<file path="config.mk">
export PLATFORM = sky130hd
export DESIGN_NAME = lpht_ctrl
export DESIGN_NICKNAME = d
export VERILOG_FILES = /design/src/hw/rtl/linear_probe_hash_table_core_assert.svh /design/src/hw/rtl/lpht_pkg.sv /design/src/hw/rtl/lpht_ctrl.sv
export SDC_FILE = /design/constraint.sdc
export NUM_CORES = 1
export LEC_CHECK = 0
export BUFFER_PORTS_ARGS = -buffer_cell sky130_fd_sc_hd__clkbuf_2
export CORE_AREA = 2 2 39 41
export CTS_BUF_LIST = sky130_fd_sc_hd__clkbuf_4
export CTS_CLUSTER_SIZE = 25
export DETAILED_ROUTE_END_ITERATION = 6
export DIE_AREA = 0 0 41 43
export PLACE_DENSITY = 0.68
export SYNTH_ARGS = -nofsm -noshare
export SYNTH_HDL_FRONTEND = slang
export SYNTH_SLANG_ARGS = --single-unit
export TNS_END_PERCENT = 10
</file>
<file path="constraint.sdc">
create_clock -name clk_i -period 3.7 [get_ports clk_i]
set_input_delay 0.555 -clock clk_i [delete_from_list [all_inputs] [get_ports clk_i]]
set_output_delay 0.555 -clock clk_i [all_outputs]
set_load 0.02 [all_outputs]
</file>
<file path="src/hw/rtl/linear_probe_hash_table_core_assert.svh">
// ----------------------------------------------------------------------------
// Assertion macros for the linear probe hash table core
// Immediate-implication and next-cycle-implication checks with async reset.
// ----------------------------------------------------------------------------
`ifndef LINEAR_PROBE_HASH_TABLE_CORE_ASSERT_SVH
`define LINEAR_PROBE_HASH_TABLE_CORE_ASSERT_SVH

// The consequent must hold in the same cycle as the antecedent.
`define LPHT_ASSERT_NOW(label, clk, rst_n, ante, cons) \
  label: assert property (@(posedge clk) disable iff (!rst_n) (ante) |-> (cons)) \
    else $error("hash table check failed");

// The consequent must hold in the cycle after the antecedent.
`define LPHT_ASSERT_NEXT(label, clk, rst_n, ante, cons) \
  label: assert property (@(posedge clk) disable iff (!rst_n) (ante) |=> (cons)) \
    else $error("hash table check failed");

`endif

</file>
<file path="src/hw/rtl/lpht_pkg.sv">
// ----------------------------------------------------------------------------
// Linear probe hash table package
// Sizes, operation and status codes, and the controller/datapath bundles.
// ----------------------------------------------------------------------------
`timescale 1ns / 1ps

package lpht_pkg;

  // Table depth must be a power of two: the home slot is the key's low bits.
  localparam int unsigned TABLE_DEPTH = 1024;
  localparam int unsigned ADDR_W      = $clog2(TABLE_DEPTH);
  localparam int unsigned CNT_W       = ADDR_W + 1;

  localparam int unsigned OPCODE_W = 2;
  localparam int unsigned KEY_W    = 64;
  localparam int unsigned PLY_W    = 16;
  localparam int unsigned STATUS_W = 3;
  localparam int unsigned SLOT_W   = 10;
  localparam int unsigned COUNT_W  = 11;
  localparam int unsigned LIMIT_W  = 11;

  localparam int unsigned CMP_W = (CNT_W > LIMIT_W) ? CNT_W : LIMIT_W;

  // Default fill limit is nine tenths of the table.
  localparam logic [LIMIT_W-1:0] FILL_LIMIT_RESET = LIMIT_W'((TABLE_DEPTH * 9) / 10);

  typedef enum logic [OPCODE_W-1:0] {
    OP_LOOKUP_INSERT = 2'd0,
    OP_LOOKUP_ONLY   = 2'd1,
    OP_CLEAR         = 2'd2
  } opcode_e;

  typedef enum logic [STATUS_W-1:0] {
    STATUS_FOUND    = 3'd0,
    STATUS_INSERTED = 3'd1,
    STATUS_ABSENT   = 3'd2,
    STATUS_FULL     = 3'd3,
    STATUS_CLEARED  = 3'd4
  } status_e;

  // Commands from the controller to the datapath.
  typedef struct packed {
    logic    accept;          // latch the incoming request
    logic    start_clear;     // zero the count, set the flag, restart sweep
    logic    wipe;            // write an empty entry and step the address
    logic    advance;         // step to the next probe slot
    logic    insert;          // claim the current slot
    logic    set_result;      // capture a result code
    status_e result;
    logic    result_at_slot;  // result slot is the current address, else zero
    logic    load_out;        // move the result into the output register
  } lpht_cmd_t;

  // Status from the datapath to the controller.
  typedef struct packed {
    logic entry_valid;
    logic entry_hit;
    logic wrap;
    logic sweep_last;
  } lpht_sts_t;

endpackage

</file>
<file path="src/hw/rtl/lpht_ctrl.sv">
// ----------------------------------------------------------------------------
// Linear probe hash table controller
// Sequences sweeps, probes and result hand-off for one request at a time.
// ----------------------------------------------------------------------------
`timescale 1ns / 1ps

module lpht_ctrl (
  input  logic                          clk_i,
  input  logic                          rst_ni,
  input  logic                          req_valid_i,
  input  logic [lpht_pkg::OPCODE_W-1:0] req_opcode_i,
  output logic                          req_ready_o,
  output logic                          rsp_valid_o,
  input  logic                          rsp_ready_i,
  output lpht_pkg::lpht_cmd_t           cmd_o,
  input  lpht_pkg::lpht_sts_t           sts_i
);
  import lpht_pkg::*;

  typedef enum logic [5:0] {
    ST_INIT  = 6'b000001,
    ST_IDLE  = 6'b000010,
    ST_WIPE  = 6'b000100,
    ST_READ  = 6'b001000,
    ST_CHECK = 6'b010000,
    ST_DONE  = 6'b100000
  } state_e;

  state_e state_q, state_d;
  logic   rsp_valid_q, rsp_valid_d;
  logic   lookup_only_q, lookup_only_d;

  always_comb begin
    cmd_o         = '0;
    cmd_o.result  = STATUS_ABSENT;
    state_d       = state_q;
    lookup_only_d = lookup_only_q;
    req_ready_o   = 1'b0;

    case (state_q)
      ST_INIT: begin
        // Sweep after reset leaves every slot empty.
        cmd_o.wipe = 1'b1;
        if (sts_i.sweep_last) begin
          state_d = ST_IDLE;
        end
      end
      ST_IDLE: begin
        req_ready_o = 1'b1;
        if (req_valid_i) begin
          cmd_o.accept  = 1'b1;
          lookup_only_d = (req_opcode_i == OP_LOOKUP_ONLY);
          case (req_opcode_i)
            OP_LOOKUP_INSERT, OP_LOOKUP_ONLY: begin
              state_d = ST_READ;
            end
            OP_CLEAR: begin
              cmd_o.start_clear = 1'b1;
              cmd_o.set_result  = 1'b1;
              cmd_o.result      = STATUS_CLEARED;
              state_d           = ST_WIPE;
            end
            default: begin
              // Undefined operation: report absent and touch nothing.
              cmd_o.set_result = 1'b1;
              cmd_o.result     = STATUS_ABSENT;
              state_d          = ST_DONE;
            end
          endcase
        end
      end
      ST_WIPE: begin
        cmd_o.wipe = 1'b1;
        if (sts_i.sweep_last) begin
          state_d = ST_DONE;
        end
      end
      ST_READ: begin
        state_d = ST_CHECK;
      end
      ST_CHECK: begin
        if (sts_i.entry_valid) begin
          if (sts_i.entry_hit) begin
            cmd_o.set_result     = 1'b1;
            cmd_o.result         = STATUS_FOUND;
            cmd_o.result_at_slot = 1'b1;
            state_d              = ST_DONE;
          end else if (sts_i.wrap) begin
            cmd_o.set_result = 1'b1;
            cmd_o.result     = lookup_only_q ? STATUS_ABSENT : STATUS_FULL;
            state_d          = ST_DONE;
          end else begin
            cmd_o.advance = 1'b1;
            state_d       = ST_READ;
          end
        end else if (lookup_only_q) begin
          cmd_o.set_result = 1'b1;
          cmd_o.result     = STATUS_ABSENT;
          state_d          = ST_DONE;
        end else begin
          cmd_o.insert         = 1'b1;
          cmd_o.set_result     = 1'b1;
          cmd_o.result         = STATUS_INSERTED;
          cmd_o.result_at_slot = 1'b1;
          state_d              = ST_DONE;
        end
      end
      ST_DONE: begin
        if (!rsp_valid_q || rsp_ready_i) begin
          cmd_o.load_out = 1'b1;
          state_d        = ST_IDLE;
        end
      end
      default: begin
        state_d = ST_IDLE;
      end
    endcase
  end

  always_comb begin
    if (cmd_o.load_out) begin
      rsp_valid_d = 1'b1;
    end else if (rsp_ready_i) begin
      rsp_valid_d = 1'b0;
    end else begin
      rsp_valid_d = rsp_valid_q;
    end
  end

  always_ff @(posedge clk_i or negedge rst_ni) begin
    if (!rst_ni) begin
      state_q       <= ST_INIT;
      rsp_valid_q   <= 1'b0;
      lookup_only_q <= 1'b0;
    end else begin
      state_q       <= state_d;
      rsp_valid_q   <= rsp_valid_d;
      lookup_only_q <= lookup_only_d;
    end
  end

  assign rsp_valid_o = rsp_valid_q;

endmodule

</file>
== Yosys cells after proc, flatten, opt, wreduce, memory -nomap -nowiden ==
Cells that the tools add are included.

* Bits in registers: 8
* Bits of input ports: 10
* Output and inout port bits: 13
* Logic and storage cells: 57

* Reductions and logical operators: 8
* Equality and inequality tests: 12
* Muxes and demuxes: 34

{| class="wikitable"
|+ Operators by type and width
! kind !! number
|-
| 2-to-1 mux 6 bit || 7
|-
| case mux 6 bit (6 select lines) || 1
|-
| case mux 4 bit (2 select lines) || 2
|-
| 2-to-1 mux 1 bit || 15
|-
| 2-to-1 mux 4 bit || 3
|-
| case mux 6 bit (2 select lines) || 1
|-
| 2-to-1 mux 2 bit || 4
|-
| inequality test 2 bit (second input constant) || 4
|-
| == test 6 x 1 -> 1 bit (second input constant) || 1
|-
| == test 6 x 2 -> 1 bit (second input constant) || 1
|-
| == test 6 x 3 -> 1 bit (second input constant) || 1
|-
| == test 6 x 4 -> 1 bit (second input constant) || 1
|-
| == test 6 x 5 -> 1 bit (second input constant) || 1
|-
| == test 6 bit (second input constant) || 1
|-
| 2-to-1 mux 5 bit || 1
|-
| AND reduction 4 bit || 1
|-
| OR reduction 2 bit || 2
|-
| == test 2 x 1 -> 1 bit (second input constant) || 1
|-
| == test 2 bit (second input constant) || 1
|-
| logical NOT 2 bit || 1
|-
| AND reduction 2 bit || 1
|-
| nonzero test 2 bit || 1
|-
| logical NOT 1 bit || 1
|-
| logical OR 1 bit || 1
|}

== Depth between registers and ports, before layout ==
* Depth after elaboration: 5
* Depth in mapped cells: 5
* Mapped depth without buffers: 5

== Worst setup path before layout ==
Ideal clock, no wire load.

* Kind: register to output
* Start: register state_q[3]
* End: output port cmd_o[3] in the netlist's numbering
* Arrival time: 1547 ps
* Setup slack: 1598 ps
* Stages on the path, launching flop included: 5
* Cell sequence: dfrtp_1 > nor4b_1 > nand3_1 > nor3b_2 > nor2_1

{| class="wikitable"
|+ RTL lines
! what !! RTL line !! source
|-
| start, declared || lpht_ctrl.sv:29 || <nowiki>state_e state_q, state_d;</nowiki>
|-
| start signal, assigned || lpht_ctrl.sv:136 || <nowiki>state_q <= state_d;</nowiki>
|-
| end, declared || lpht_ctrl.sv:15 || <nowiki>output lpht_pkg::lpht_cmd_t cmd_o,</nowiki>
|}

==> out/metrics.yaml <==
clocking:
  clkSlewWorstSetupHoldPaths_ns: 0.05
  cts_buffers: 3
  postCtsHoldBufs: 0
  post_cts_buffers: 0
  tritoncts: "yes"
  root_buffer: "clkbuf_4"
  cts_sinks: 8
  htreeDepth: 1
  clk_path_buf_depth: 2
  cts-resized-gates: 0
  insertion_delay_ns: 0.25
layout:
  syn_to_final_growth_pct: 29.54
  final_nets: 92
  diodes: 0
  drive_above_1_share_pct: 40.74
  fillers: 130
place:
  port_buffers: 22
  dp_hpwl_um: 904.4
  place.gp.congestion: 0.7736
  pre_cts_ws_ns: 1.642
sta:
  clock_skew_ns: 0.003383
  maxSlewHeadroom_pct: 72.49
  slew_viol_final: 0
  rsz0062_at_grt: "false"
  finalWorstSetupSlack_ns: 1.316
  final_hold_viol_count: 0
  fmax_mhz: 419.4
  worst-slew-pin-transition_ns: 0.4069
  finalSetupTns_ns: 0
  setup_viol_count_final: 0
  fin_crit_ns: 2.384
  finalCritPeriodShare_pct: 64.44
power_and_ir_drop:
  power.share.clock_pct: 15.8
  power_frac_seq_pct: 31.7
  power.internal_uw: 267.0
  power_frac_comb_pct: 52.5
  switching_share_pct: 45.06
  ir_drop_uv: 394.3
  power.leakage_uw: 0.0003403
  p_sw_uw: 219.0
  power.density_nw_per_um2: 726.0
floorplanning:
  die_h_um: 43
  initial_core_util_pct: 37.34
  die_area_um2: 1763
  num_rows: 14
  die_x_um: 41
  fp.coreArea_um2: 1384
  io_pins: 23
synth:
  syn_nets: 66
  avgSynthCellArea_um2: 9.228
  synth_top_area_cell: "dfrtp_1"
  synthesis.area_um2: 516.7
  ys.warnings.count: 0
  yosysSeqAreaShare_pct: 38.98
  yosys_register_bits: 8
  synth_cell_types: 32
  netlist_instances: 56
  netlist_top_cells_area: "dfrtp_1 (34%), nand3b_1 (5.8%), dfstp_2 (5.1%), nor2_1 (5.1%), inv_1 (3.6%)"
  synthDominantCellAreaShare_pct: 33.90
grt:
  grt_antenna_before_repair: 0
  grtUsageTotal_pct: 16.65
  grt_pass1_vias: 463
  overflow: 0
  grt_pass1_wl_um: 1987
  grt_max_degree: 9
drt:
  drc_errors: 0
  vias_per_cell: 5.392
  ant_nets: 0
  drt-total-wl_um: 1158
  avgRoutedWirePerCell_um: 11.94
  vias: 523
  dr.pass1.iters: 4
  drt_iter0_markers: 5
worst_setup_path:
  startpoint_type: "register"
  worstPathRequired_ns: 3.14
  r2r-start: "state_q[5]"
  crit_type: "register to output port"
  path_max_fanout: 5
  end_kind: "output port"
  arrival_ns: 1.83
  crit_start: "state_q[3]"
flow_run:
  cap_violations: 0
run_status:
  outcome: "finished, final reports clean"
worst_hold_path:
  min_path_type: "input pin to asynchronous set/reset pin"
[sequential cells by signal, indices dropped and copies added (netlist names)]
register       cells
state_q            6
lookup_only_q      1
rsp_valid_o        1
[synthesized netlist by cell type (all sizes together)]
cell type / number
nor4: 2
nand2: 4
a211oi: 1
nand3b: 5
xnor2: 1
nand2b: 2
o221ai: 1
nand4b: 1
and2: 1
or2: 1
o221a: 1
nor2: 7
inv: 5
dfstp: 1
nor2b: 1
dfrtp: 7
o21bai: 1
a21oi: 1
nand4: 1
o21ai: 1
nor3: 1
o2bb2ai: 1
nor3b: 3
o22ai: 1
or4: 1
o22a: 1
nand3: 1
nor4b: 1
buf: 1
[worst max-delay path, cell delays in order, from the launching register on]
cell and delay [ns]:
dfrtp_1 0.42, nor4b_1 0.42, nand3_1 0.24, nor3b_2 0.26, nor2_1 0.08, clkbuf_2 0.15
[cell type report]
type	count	area, µm²	area share (%)
well taps	16	20.02	2.991
repair buffers	22	110.1	16.45
flip-flops and latches	8	201.4	30.09
multi-input cells	42	289.0	43.18
inverters	5	18.77	2.804
clock buffers	4	30.03	4.486
[power by group through the flow]
stage / Clock (µW) / Sequential (µW) / Combinational, µW
3_3_place_gp: 0 / 154 / 250
5_1_grt: 83.9 / 161 / 283
2_1_floorplan: 0 / 153 / 186
6_report: 76.6 / 154 / 255
3_5_place_dp: 0 / 155 / 253
4_1_cts: 79.3 / 154 / 255
[logic make-up (layout without fill, tap and decap cells)]
group / after synthesis / after routing / share of synthesized area [%]
xor+xnor: 1 / 1 / 1.695
compound gates: 9 / 9 / 14.53
flops: 8 / 8 / 38.98
buf+inv: 6 / 31 / 5.086
simple gates: 32 / 32 / 39.71
[layer usage]
layer  global-route usage, %  share of wire, %  wire (µm)  up-vias
met5                       0                 0          0        -
met4                   10.00               2.4         28        0
met3                   1.571               7.1         82        5
met2                   22.81                44        515       28
met1                   24.33                46        531      238
li1                        -                 -          -      252
[through the flow]
stage               power [µW]  cell area [µm²]  hold WS (ns)  instances  utilization [%]
floorplan                339.4            516.7        0.2594         56                -
global placement         403.5            639.4        0.4057         93            46.20
finish                   486.0            669.4        0.1363         97            48.37
global route             528.5            669.4        0.1401         97            48.37
CTS                      488.5            669.4        0.1368         97            48.37
detailed placement       407.6            639.4        0.4088         93            46.20
[layout by cell type (no fill, tap or decap)]
master,n
o22ai_1,1
clkbuf_2,22
clkbuf_4,4
o21ai_1,1
nor3b_2,1
nand2_1,4
nand4_1,1
nor4b_1,1
or2_0,1
nand3b_1,4
inv_1,5
nor3b_1,2
o221ai_2,1
nor2_1,7
nor4_1,1
and2_1,1
dfrtp_1,7
nand2b_1,2
xnor2_1,1
a21oi_1,1
o21bai_1,1
nor4_2,1
nor2b_1,1
o2bb2ai_1,1
nand3b_2,1
nand3_1,1
o22a_1,1
or4_4,1
o221a_2,1
dfstp_2,1
nor3_1,1
a211oi_1,1
nand4b_1,1
[path summary, 6_finish.rpt]
kind / slack (ns) / to / cells past startpoint
setup / recovery: 1.32 / cmd_o[3] / 5
min in group clk_i: 0.52 / state_q[2] / 2
max in group asynchronous: 3.32 / state_q[0] / 1
setup reg to reg: 2.05 / state_q[1] / 4
hold / removal: 0.14 / state_q[2] / 1
hold reg to reg: 0.53 / state_q[0] / 1
(Power assumes the default switching activity.)
